File: src/rtl/core/whf_pkg.sv
// Shared types and constants for the waveform hit finder.
// Used by whf_front, whf_queue, whf_back and waveform_hit_finder_unit.
// No dependencies.
`timescale 1ns / 1ps
`default_nettype none
package whf_pkg;

  // Longest waveform supported; sample indices are sized from it
  localparam int MaxWaveLen = 4096;
  localparam int IdxW       = $clog2(MaxWaveLen);
  localparam int LenW       = IdxW + 1;

  // Field widths
  localparam int SampleW = 16;
  localparam int ThrW    = 15;
  localparam int MinW    = 12;
  localparam int LimW    = 10;
  localparam int CntW    = 11;
  localparam int NumW    = 10;
  localparam int CfgW    = 15;
  localparam int CfgAddrW = 2;
  localparam int OutDataW = 48;

  // Configuration register indices
  localparam logic [CfgAddrW-1:0] RegThreshold  = 2'd0;
  localparam logic [CfgAddrW-1:0] RegMinWidth   = 2'd1;
  localparam logic [CfgAddrW-1:0] RegHitLimit   = 2'd2;
  localparam logic [CfgAddrW-1:0] RegWaveLength = 2'd3;

  // Register reset values
  localparam logic [ThrW-1:0] ThresholdRst  = 15'd25;
  localparam logic [MinW-1:0] MinWidthRst   = 12'd6;
  localparam logic [LimW-1:0] HitLimitRst   = 10'd990;
  localparam logic [LenW-1:0] WaveLengthRst = 13'd1250;

  // Result kinds
  localparam logic KindHit     = 1'b0;
  localparam logic KindSummary = 1'b1;

  // Queue between front and back
  localparam int QueueDepth = 4;
  localparam int QPtrW      = $clog2(QueueDepth);

  typedef struct packed {
    logic            kind;
    logic [IdxW-1:0] begin_index;
    logic [IdxW-1:0] end_index;
    logic [NumW-1:0] hit_number;
    logic [CntW-1:0] hit_total;
    logic            last;
  } whf_result_t;

  // All results caused by one input transaction
  typedef struct packed {
    logic        two;
    whf_result_t r0;
    whf_result_t r1;
  } whf_bundle_t;

endpackage
`default_nettype wire

File: src/rtl/core/whf_front.sv
// Front end: configuration registers, per-waveform state and hit detection.
// Emits a bundle of results into the queue for each input transaction that yields a hit or ends the waveform.
// Depends on whf_pkg.
`timescale 1ns / 1ps
`default_nettype none
module whf_front (
  input  wire                               clk,
  input  wire                               rst_n,
  input  wire                               cfg_we,
  input  wire  [whf_pkg::CfgAddrW-1:0]      cfg_addr,
  input  wire  [whf_pkg::CfgW-1:0]          cfg_wdata,
  input  wire                               accept,
  input  wire  signed [whf_pkg::SampleW-1:0] sample,
  input  wire                               first,
  output logic                              push,
  output whf_pkg::whf_bundle_t              bundle
);

  logic [whf_pkg::ThrW-1:0] threshold_r;
  logic [whf_pkg::MinW-1:0] min_width_r;
  logic [whf_pkg::LimW-1:0] hit_limit_r;
  logic [whf_pkg::LenW-1:0] wave_length_r;

  logic                     in_pulse_r, in_pulse_nxt;
  logic [whf_pkg::IdxW-1:0] index_r, index_nxt;
  logic [whf_pkg::IdxW-1:0] last_neg_r, last_neg_nxt;
  logic [whf_pkg::IdxW-1:0] open_begin_r, open_begin_nxt;
  logic [whf_pkg::CntW-1:0] hit_count_r, hit_count_nxt;
  logic                     stopped_r, stopped_nxt;
  logic                     done_r, done_nxt;

  // State as seen after an optional restart by a first mark
  logic                     pulse_cur, stop_cur, done_cur;
  logic [whf_pkg::IdxW-1:0] idx_cur, neg_cur, open_cur;
  logic [whf_pkg::CntW-1:0] cnt_cur;

  logic [whf_pkg::LenW-1:0] len_eff;
  logic [whf_pkg::LenW-1:0] len_m1;
  logic [whf_pkg::IdxW-1:0] width;
  logic                     hit, wave_end;
  whf_pkg::whf_result_t     hit_res, sum_res;

  // Configuration writes
  always_ff @(posedge clk) begin
    if (!rst_n) begin
      threshold_r   <= whf_pkg::ThresholdRst;
      min_width_r   <= whf_pkg::MinWidthRst;
      hit_limit_r   <= whf_pkg::HitLimitRst;
      wave_length_r <= whf_pkg::WaveLengthRst;
    end else if (cfg_we) begin
      case (cfg_addr)
        whf_pkg::RegThreshold:  threshold_r   <= cfg_wdata[whf_pkg::ThrW-1:0];
        whf_pkg::RegMinWidth:   min_width_r   <= cfg_wdata[whf_pkg::MinW-1:0];
        whf_pkg::RegHitLimit:   hit_limit_r   <= cfg_wdata[whf_pkg::LimW-1:0];
        whf_pkg::RegWaveLength: wave_length_r <= cfg_wdata[whf_pkg::LenW-1:0];
        default: ;
      endcase
    end
  end

  // Clamp length to 1 .. MaxWaveLen
  always_comb begin
    if (wave_length_r == '0) begin
      len_eff = whf_pkg::LenW'(1);
    end else if (wave_length_r > whf_pkg::LenW'(whf_pkg::MaxWaveLen)) begin
      len_eff = whf_pkg::LenW'(whf_pkg::MaxWaveLen);
    end else begin
      len_eff = wave_length_r;
    end
    len_m1 = len_eff - whf_pkg::LenW'(1);
  end

  // Restart view
  assign pulse_cur = first ? 1'b0 : in_pulse_r;
  assign stop_cur  = first ? 1'b0 : stopped_r;
  assign done_cur  = first ? 1'b0 : done_r;
  assign idx_cur   = first ? '0 : index_r;
  assign neg_cur   = first ? '0 : last_neg_r;
  assign open_cur  = first ? '0 : open_begin_r;
  assign cnt_cur   = first ? '0 : hit_count_r;
  assign width     = idx_cur - open_cur;

  // Per-sample update
  always_comb begin
    in_pulse_nxt   = in_pulse_r;
    index_nxt      = index_r;
    last_neg_nxt   = last_neg_r;
    open_begin_nxt = open_begin_r;
    hit_count_nxt  = hit_count_r;
    stopped_nxt    = stopped_r;
    done_nxt       = done_r;
    hit            = 1'b0;
    wave_end       = 1'b0;
    if (accept) begin
      in_pulse_nxt   = pulse_cur;
      index_nxt      = idx_cur;
      last_neg_nxt   = neg_cur;
      open_begin_nxt = open_cur;
      hit_count_nxt  = cnt_cur;
      stopped_nxt    = stop_cur;
      done_nxt       = done_cur;
      if (!done_cur) begin
        if ({1'b0, idx_cur} >= len_eff) begin
          // past the length: ignore until the next first mark
          done_nxt = 1'b1;
        end else begin
          if (!stop_cur) begin
            if (!pulse_cur) begin
              if (sample > $signed({1'b0, threshold_r})) begin
                in_pulse_nxt   = 1'b1;
                open_begin_nxt = neg_cur;
              end
            end else if (sample <= $signed(whf_pkg::SampleW'(0))) begin
              in_pulse_nxt = 1'b0;
              if (width > min_width_r) begin
                hit           = 1'b1;
                hit_count_nxt = cnt_cur + whf_pkg::CntW'(1);
              end
              if (hit_count_nxt > {1'b0, hit_limit_r}) begin
                stopped_nxt = 1'b1;
              end
            end
            if (sample < $signed(whf_pkg::SampleW'(0)) && idx_cur != '0) begin
              last_neg_nxt = idx_cur;
            end
          end
          if ({1'b0, idx_cur} == len_m1) begin
            wave_end     = 1'b1;
            in_pulse_nxt = 1'b0;
            done_nxt     = 1'b1;
          end else begin
            index_nxt = idx_cur + whf_pkg::IdxW'(1);
          end
        end
      end
    end
  end

  // Result formation
  always_comb begin
    hit_res.kind        = whf_pkg::KindHit;
    hit_res.begin_index = open_cur;
    hit_res.end_index   = idx_cur;
    hit_res.hit_number  = cnt_cur[whf_pkg::NumW-1:0];
    hit_res.hit_total   = hit_count_nxt;
    hit_res.last        = !wave_end;

    sum_res.kind        = whf_pkg::KindSummary;
    sum_res.begin_index = '0;
    sum_res.end_index   = '0;
    sum_res.hit_number  = '0;
    sum_res.hit_total   = hit_count_nxt;
    sum_res.last        = 1'b1;

    bundle.two = hit && wave_end;
    bundle.r0  = hit ? hit_res : sum_res;
    bundle.r1  = sum_res;
    push       = hit || wave_end;
  end

  // State registers
  always_ff @(posedge clk) begin
    if (!rst_n) begin
      in_pulse_r   <= 1'b0;
      index_r      <= '0;
      last_neg_r   <= '0;
      open_begin_r <= '0;
      hit_count_r  <= '0;
      stopped_r    <= 1'b0;
      done_r       <= 1'b0;
    end else begin
      in_pulse_r   <= in_pulse_nxt;
      index_r      <= index_nxt;
      last_neg_r   <= last_neg_nxt;
      open_begin_r <= open_begin_nxt;
      hit_count_r  <= hit_count_nxt;
      stopped_r    <= stopped_nxt;
      done_r       <= done_nxt;
    end
  end

endmodule
`default_nettype wire

File: src/rtl/core/whf_queue.sv
// Short FIFO of result bundles between front and back.
// Depends on whf_pkg.
`timescale 1ns / 1ps
`default_nettype none
module whf_queue (
  input  wire                   clk,
  input  wire                   rst_n,
  input  wire                   push,
  input  whf_pkg::whf_bundle_t  wr_data,
  input  wire                   pop,
  output whf_pkg::whf_bundle_t  rd_data,
  output logic                  not_empty,
  output logic                  full
);

  whf_pkg::whf_bundle_t      mem [whf_pkg::QueueDepth];
  logic [whf_pkg::QPtrW-1:0] wr_ptr_r, rd_ptr_r;
  logic [whf_pkg::QPtrW:0]   count_r, count_nxt;

  assign not_empty = count_r != '0;
  assign full      = count_r == (whf_pkg::QPtrW+1)'(whf_pkg::QueueDepth);
  assign rd_data   = mem[rd_ptr_r];

  always_comb begin
    count_nxt = count_r;
    if (push && !pop) begin
      count_nxt = count_r + (whf_pkg::QPtrW+1)'(1);
    end else if (pop && !push) begin
      count_nxt = count_r - (whf_pkg::QPtrW+1)'(1);
    end
  end

  // Storage
  always_ff @(posedge clk) begin
    if (push) begin
      mem[wr_ptr_r] <= wr_data;
    end
  end

  // Pointers
  always_ff @(posedge clk) begin
    if (!rst_n) begin
      wr_ptr_r <= '0;
      rd_ptr_r <= '0;
      count_r  <= '0;
    end else begin
      if (push) wr_ptr_r <= wr_ptr_r + whf_pkg::QPtrW'(1);
      if (pop)  rd_ptr_r <= rd_ptr_r + whf_pkg::QPtrW'(1);
      count_r <= count_nxt;
    end
  end

endmodule
`default_nettype wire

File: src/rtl/core/whf_back.sv
// Back end: unpacks bundles into single results and holds the output register.
// Depends on whf_pkg.
`timescale 1ns / 1ps
`default_nettype none
module whf_back (
  input  wire                   clk,
  input  wire                   rst_n,
  input  whf_pkg::whf_bundle_t  q_data,
  input  wire                   q_not_empty,
  output logic                  q_pop,
  output logic                  out_valid,
  input  wire                   out_ready,
  output whf_pkg::whf_result_t  out_res
);

  logic                 out_valid_r;
  whf_pkg::whf_result_t out_res_r;
  logic                 sec_valid_r;
  whf_pkg::whf_result_t sec_res_r;
  logic                 slot_free;

  assign slot_free = !out_valid_r || out_ready;
  assign q_pop     = slot_free && !sec_valid_r && q_not_empty;
  assign out_valid = out_valid_r;
  assign out_res   = out_res_r;

  // Output register and held second result
  always_ff @(posedge clk) begin
    if (!rst_n) begin
      out_valid_r <= 1'b0;
      sec_valid_r <= 1'b0;
    end else if (slot_free) begin
      if (sec_valid_r) begin
        out_valid_r <= 1'b1;
        sec_valid_r <= 1'b0;
      end else begin
        out_valid_r <= q_not_empty;
        sec_valid_r <= q_not_empty && q_data.two;
      end
    end
  end

  always_ff @(posedge clk) begin
    if (slot_free) begin
      if (sec_valid_r) begin
        out_res_r <= sec_res_r;
      end else begin
        out_res_r <= q_data.r0;
        sec_res_r <= q_data.r1;
      end
    end
  end

endmodule
`default_nettype wire

File: src/rtl/core/waveform_hit_finder_unit.sv
// Top level of the waveform hit finder: stream ports and configuration port.
// Depends on whf_pkg, whf_front, whf_queue and whf_back.
`timescale 1ns / 1ps
`default_nettype none
// Finds threshold-crossing hits in baseline-subtracted waveform samples and
// reports each kept hit (begin, end, ordinal, running total) and, after the
// last sample of a waveform, a summary with the hit total. The front takes one
// sample every clock while the four-entry result queue has room; a sample
// that yields a hit at the last index gives two results, which leave one
// after the other as the output takes them, so the output side sets the pace
// when it stalls or when hit and summary results bunch up. A result passes
// through the queue and the output register; no clearing pass runs after reset.
module waveform_hit_finder_unit (
  input  wire                            clk,
  input  wire                            rst_n,
  // configuration
  input  wire                            cfg_we,
  input  wire  [whf_pkg::CfgAddrW-1:0]   cfg_addr,
  input  wire  [whf_pkg::CfgW-1:0]       cfg_wdata,
  // input samples
  input  wire                            in_tvalid,
  output logic                           in_tready,
  input  wire  [whf_pkg::SampleW-1:0]    in_tdata,   // [15:0] sample
  input  wire                            in_tuser,   // [0] first
  // results
  output logic                           out_tvalid,
  input  wire                            out_tready,
  output logic [whf_pkg::OutDataW-1:0]   out_tdata,  // begin_index, end_index,
                                                     // hit_number, hit_total, 0 pad
  output logic                           out_tuser,  // [0] kind
  output logic                           out_tlast
);

  logic                 accept;
  logic                 push;
  logic                 q_full, q_not_empty, q_pop;
  whf_pkg::whf_bundle_t wr_bundle, rd_bundle;
  whf_pkg::whf_result_t res;

  assign in_tready = !q_full;
  assign accept    = in_tvalid && in_tready;

  whf_front u_front (
    .clk       (clk),
    .rst_n     (rst_n),
    .cfg_we    (cfg_we),
    .cfg_addr  (cfg_addr),
    .cfg_wdata (cfg_wdata),
    .accept    (accept),
    .sample    ($signed(in_tdata)),
    .first     (in_tuser),
    .push      (push),
    .bundle    (wr_bundle)
  );

  whf_queue u_queue (
    .clk       (clk),
    .rst_n     (rst_n),
    .push      (push),
    .wr_data   (wr_bundle),
    .pop       (q_pop),
    .rd_data   (rd_bundle),
    .not_empty (q_not_empty),
    .full      (q_full)
  );

  whf_back u_back (
    .clk         (clk),
    .rst_n       (rst_n),
    .q_data      (rd_bundle),
    .q_not_empty (q_not_empty),
    .q_pop       (q_pop),
    .out_valid   (out_tvalid),
    .out_ready   (out_tready),
    .out_res     (res)
  );

  // Pack result fields, lowest first
  assign out_tdata = {3'b000, res.hit_total, res.hit_number, res.end_index, res.begin_index};
  assign out_tuser = res.kind;
  assign out_tlast = res.last;

endmodule
`default_nettype wire
File: config.mk
export PLATFORM = sky130hd
export DESIGN_NAME = waveform_hit_finder_unit
export DESIGN_NICKNAME = d
export VERILOG_FILES = /design/src/rtl/core/whf_pkg.sv /design/src/rtl/core/whf_front.sv /design/src/rtl/core/whf_queue.sv /design/src/rtl/core/whf_back.sv /design/src/rtl/core/waveform_hit_finder_unit.sv
export SDC_FILE = /design/constraint.sdc
export NUM_CORES = 1
export LEC_CHECK = 0
export BUFFER_PORTS_ARGS = -buffer_cell sky130_fd_sc_hd__buf_2
export CORE_MARGIN = 4
export CORE_UTILIZATION = 50
export DETAILED_ROUTE_END_ITERATION = 12
export GPL_TIMING_DRIVEN = 0
export HOLD_SLACK_MARGIN = 0.05
export PLACE_DENSITY = 0.65
export SLEW_MARGIN = 10
export SYNTH_ARGS = -nofsm -noshare
export SYNTH_HDL_FRONTEND = slang
export SYNTH_SLANG_ARGS = --single-unit
File: constraint.sdc
create_clock -name clk -period 9.7 [get_ports clk]
set_input_delay 1.94 -clock clk [delete_from_list [all_inputs] [get_ports clk]]
set_output_delay 1.94 -clock clk [all_outputs]
set_load 0.005 [all_outputs]
==> run metrics, run 1 <==
RSZ-0062 raised after global routing false; clk buf depth 3; largest area contributor in the netlist edfxtp_1; post-synthesis adder-cell area fraction 0.0535; Detail Placement HPWL roughly 28000 microns; TritonCTS clock tree yes; Tightest Pin Transition around 0.93 ns; wl on met1 roughly 18000 microns; area grow syn2layout 13.5%; post-CTS sizing 0; ys async rst share 0; YS warnings 0; clock skew around 0.015 ns; number of port buffers 85; Max VDD drop about 0.15 mV; Die W roughly 190 microns; Synth Area in Simple Gates 0.147; clk slew on worst S/H paths ~0.070 ns; Die ar. about 37000 sq um; grt ovf 0; WL met3 2230 microns; CP endpoint kind flip-flop; Post-Syn Area roughly 17000 sq um; setup bufs post-CTS 0; pin count of the biggest net entering global routing just under 50; Starting Density 0.505; post-place instance area ~18000 sq um; pwr/cell area about 210 nW/um^2; layout cells sized above 1 0.157; final hold violation count 0; Critical Path Fanout Max 10; Clock Sinks roughly 360; Critical Path RT about 10 ns; slew margin rel. 0.380; core box area ~33000 sq um; Met2 Wirelength 18600 microns; most common flop cell mapped by yosys edfxtp_1; placed cells ~1900; outcome completed; Max-Cap Viols 0; hold_buf cts 0; EDFF count, synth between 200 and 300; Compound-Gate Fraction of Synth Area 0.0910; total CTS buffers 38; CP Class input port to flip-flop; Tmin final between 8 and 9 ns; # diodes 0; leakage power 6.83 nW; Synth Area in XOR/XNOR 0.0215; TritonRoute pass-1 iters 5; mux contribution to synthesized area 0.0758; nets 1633; Buf/Inv on CP 4; vias in the first global route approximately 11000; most frequent cell after synthesis edfxtp_1; Slowest-stage cell, CP a211oi_1; GPL Wtd Cong 0.934; Final setup viols 0; Final Util 0.573; initial DRC count between 900 and 1000; register bit total from synthesis 361; cell area after layout between 15000 and 20000 sq um; register area share after synthesis 0.576; WL/cell between 15 and 20 microns; Synth top area share 0.445; CTS root buf clkbuf_16; DP Worst Slack slightly below 0.7 ns; DRT antenna net count 0; CP top delay family compound AO/OA/AOI/OAI gates; DR vias between 10000 and 15000; worst min-delay path class flip-flop to flip-flop; gr usage total 0.218; most area-consuming cells after synthesis edfxtp_1, dfxtp_1, mux4_2, ha_1, nand2_1; fmax 117 MHz; Critical Path Max Stage Delay around 0.57 ns; Die Span Y 192 microns; crit start category input port; H-tree depth 2; Synth cell types 89; highest routed layer met5; Ports 91; most instantiated cells after synthesis edfxtp_1, nand2_1, dfxtp_1; post-route insts no fill 2001; Syn Inst Count approximately 1400; Routed WL between 30000 and 40000 microns; initial antenna violation count 1; final worst slack ~1.2 ns; period utilization 0.880; Synth Area per Inst around 12 sq um; cell row count 67; Slew Viols, Final 0; clk_lat worst skew approximately 0.53 ns; crit path DAT 9.00 ns; Remaining DRCs 0; Via-to-Cell Ratio 5.71; main combinational cell family by area after synthesis simple AND/OR/NAND/NOR gates; setup TNS 0 ns; first-pass GRT wire length 62800 microns
## flip-flops by register name, summed over array words and instances, names as in the netlist, 3 cells and up, named ones only
register and count:
u_queue.mem 192, u_back.out_res 47, u_front.threshold_r 15, u_front.wave_length_r 13, u_front.index_r 12, u_front.last_neg_r 12
u_front.min_width_r 12, u_front.open_begin_r 12, u_back.sec_res_r 11, u_front.hit_count_r 11, u_front.hit_limit_r 10, u_queue.count_r 3
## worst reg2reg max path, stage by stage, from the launching register on
cell,delay (ns)
dfxtp_1,0.32
nor2b_1,0.57
inv_1,0.32
fa_1,0.52
nor2b_1,0.13
o21ai_0,0.10
a21boi_0,0.25
o21ai_0,0.16
a21oi_1,0.20
o21ai_0,0.17
o311ai_0,0.35
ha_1,0.32
nand4_1,0.19
a21oi_1,0.07
a211oi_1,0.57
a21o_1,0.40
mux2_2,0.40
ha_1,0.29
nor2b_1,0.11
o21ai_0,0.08
a21oi_1,0.13
nor3_1,0.06
or3_1,0.33
a21oi_1,0.20
nor3_1,0.07
nor3_1,0.15
## routing by layer
metal,track usage,vias to the layer above
li1,-,5413
met1,0.305,5588
met2,0.361,360
met3,0.0311,68
met4,0.0536,2
met5,0,-
## cell type report
type,count,area [sq um]
repair buffers,86,445
flip-flops and latches,361,9730
multi-input cells,890,6590
fillers,2779,14300
clock inverters,16,154
plain buffers,69,293
well taps,448,561
clock buffers,54,1090
inverters,77,289
## power by group
| part | internal (mW) | switching (mW) |
|---|---|---|
| clock | 0.845 | 0.591 |
| combinational | 0.350 | 0.394 |
| sequential | 1.83 | 0.0413 |
| total | 3.02 | 1.03 |
## per-stage QoR
| step | hold WS [ns] | total power, mW |
|---|---|---|
| finish | 0.455 | 4.05 |
| global route | 0.483 | 4.23 |
| CTS | 0.458 | 4.09 |
| detailed placement | 0.449 | 2.65 |
| global placement | 0.447 | 2.64 |
| floorplan | 0.436 | 2.40 |
## final timing paths
| check | start | to | slack, ns | depth (start not counted) |
|---|---|---|---|---|
| worst max-delay path | in_tuser | u_front.stopped_r | 1.16 | 29 |
| worst min-delay path | u_front.threshold_r[11] | u_front.threshold_r[11] | 0.45 | 2 |
| worst max register to register | u_front.index_r[1] | u_front.stopped_r | 3.18 | 25 |
| worst min register to register | u_front.threshold_r[11] | u_front.threshold_r[11] | 0.45 | 2 |
## placed cells by master, fill, tap and decap left out, types with 26 or more instances in the layout
cell / n
and2_1: 31
o21ai_0: 26
clkbuf_1: 60
nand2_1: 172
nor2_1: 59
edfxtp_1: 250
buf_2: 88
nand3_1: 41
mux4_2: 48
clkbuf_16: 40
dfxtp_1: 111
ha_1: 69
nor2b_1: 56
a21oi_1: 69
inv_1: 70
## logic make-up after synthesis
kind of cell	after synthesis
xor+xnor	39
flops	361
fa+ha+maj	71
other cells	1
compound gates	226
simple gates	485
buf+inv	146
mux	66
(Power assumes the default switching activity.)
==> run 2: changes to the inputs <==
Settings changed: GPL_TIMING_DRIVEN 0 to default, PLACE_DENSITY 0.65 to 0.68.
Clock period 9.7 ns to 7.8 ns, I/O delays scaled along.
==> run 2 against run 1 <==
  * Total power rose by 23%
  * Sequential cell count did not move
  * Clock skew rose by 0.0016 ns
  * Global-route usage fell by 1.4 points
  * Routed wire length fell by 5.7%
  * Hold slack improved by 0.0034 ns
  * Final cell count fell by 2.5%
  * Cell area fell by 0.65%
  * Register-to-register slack got worse by 1.4 ns
  * Largest cell class unchanged
==> run metrics, run 2 (synthesized netlist as in run 1, its figures left out) <==
outcome completed; FILL cells between 2000 and 3000; Routed WL about 37000 microns; Worst Hold Path EP u_front.threshold_r[11]; clk slew on worst S/H paths 0.06 ns; Hold WS between 0.4 and 0.5 ns; crit start category input port; cell row count 67; Hold Crit Depth 2; Reg2Reg Depth 25; crit path DAT around 7.5 ns; Crit. path cell count 26; area grow syn2layout 12.8%; register area approximately 9700 sq um; fmax 143 MHz; hold_buf cts 0; Die Span Y around 190 microns; Ports between 90 and 100; clk_lat worst skew around 0.52 ns; Clock Sinks around 360; # diodes 0; Starting Density 0.505; final hold violation count 0; post-route insts no fill a little under 2000; Slew Viols, Final 0; Max VDD drop approximately 0.15 mV; pwr/cell area between 200 and 300 nW/um^2; CTS root buf clkbuf_16; grt ovf 0; leakage power 6.82 nW; nets approximately 1600; setup slack, reg-to-reg 1.76 ns; max reg flops 192; Die ar. 36800 sq um; Die W 192 microns; TritonCTS clock tree yes; core box area between 30000 and 40000 sq um; Slowest-stage cell, CP fa_1; setup bufs post-CTS 0; Critical Path Fanout Max 21; DRT antenna net count 0; vias in the first global route around 11000; Detail Placement HPWL approximately 26000 microns; Biggest register u_queue.mem; layout cells sized above 1 0.176; Critical Path Max Stage Delay around 0.50 ns; Critical Path RT approximately 8 ns; Remaining DRCs 0; multi-input logic area between 6000 and 7000 sq um; most frequent cells in the layout edfxtp_1, nand2_1, dfxtp_1; RSZ-0062 raised after global routing false; slew margin rel. 0.233; pin count of the biggest net entering global routing 60; DR vias around 11000; Via-to-Cell Ratio roughly 5.7; Tightest Pin Transition between 1 and 1.5 ns; total CTS buffers 37; post-CTS sizing 0; CP Class input port to flip-flop; Buf/Inv on CP 2; gr usage total 0.204; initial DRC count approximately 940; Max-Cap Viols 0; period utilization 0.899; TritonRoute pass-1 iters 5; min-delay src u_front.threshold_r[11]; setup TNS 0 ns; CP top delay family compound AO/OA/AOI/OAI gates; startpoint of the worst register-to-register path u_front.index_r[1]; R2R Path End u_front.stopped_r; worst min-delay path class flip-flop to flip-flop; Tmin final 7.01 ns; initial antenna violation count 0; commonest non-fill, non-tap cell in the layout edfxtp_1; first-pass GRT wire length 59700 microns; number of port buffers 87; GPL Wtd Cong 0.918; clk buf depth 3; clock skew approximately 0.017 ns; placed cells 1884; CP endpoint kind flip-flop; WL/cell ~19 microns; H-tree depth 2; Final setup viols 0
==> run 2: changes by cell type in the layout (fill, tap and decap cells not counted), sizes merged <==
cell and change:
bufinv +1, buf +3, clkbuf -53, inv +2
clkinv -3
==> run 2: layout make-up <==
class | count | share of cell area
Clock buffer | 51 | 0.0561
Multi-Input combinational cell | 890 | 0.346
Timing Repair Buffer | 108 | 0.0331
Clock inverter | 16 | 0.00874
Sequential cell | 361 | 0.511
Tap cell | 448 | 0.0294
Inverter | 77 | 0.0152
==> run 2: how the worst max path moves through the flow <==
stage	start	endpoint
6_report	in_tuser	u_front.stopped_r
5_1_grt	in_tuser	u_front.stopped_r
4_1_cts	in_tuser	u_front.stopped_r
3_5_place_dp	in_tuser	u_front.stopped_r
3_3_place_gp	in_tuser	u_front.stopped_r
2_1_floorplan	in_tuser	u_queue.mem[0][11]
==> run 2: metal layers <==
metal  track usage  vias to the layer above  share of wire
met5             0                        -              0
met3        0.0294                       73          0.049
met2         0.326                      278           0.46
li1              -                     5291              -
met4        0.0588                        0          0.027
met1         0.293                     5444           0.46
==> run 2: tightest hold or removal path, cell delays in order (launching register included) <==
cell     delay, ns
dfxtp_1       0.31
nand2_1       0.05
a21oi_1       0.05
==> run 2: metrics by stage <==
step                cell area [sq um]  utilization  setup slack, ns  power [mW]
floorplan                       16900            -            0.818        2.98
global placement                17800        0.532            0.609        3.25
detailed placement              17800        0.532            0.313        3.27
CTS                             19000        0.569            0.828        5.04
global route                    19000        0.569            0.323        5.23
finish                          19000        0.569            0.788        4.99
==> run 2: where the power goes <==
group / internal, mW / switching [mW] / total, mW
combinational: 0.422 / 0.380 / 0.802
clock: 1.06 / 0.712 / 1.77
sequential: 2.28 / 0.134 / 2.41
total: 3.76 / 1.23 / 4.99
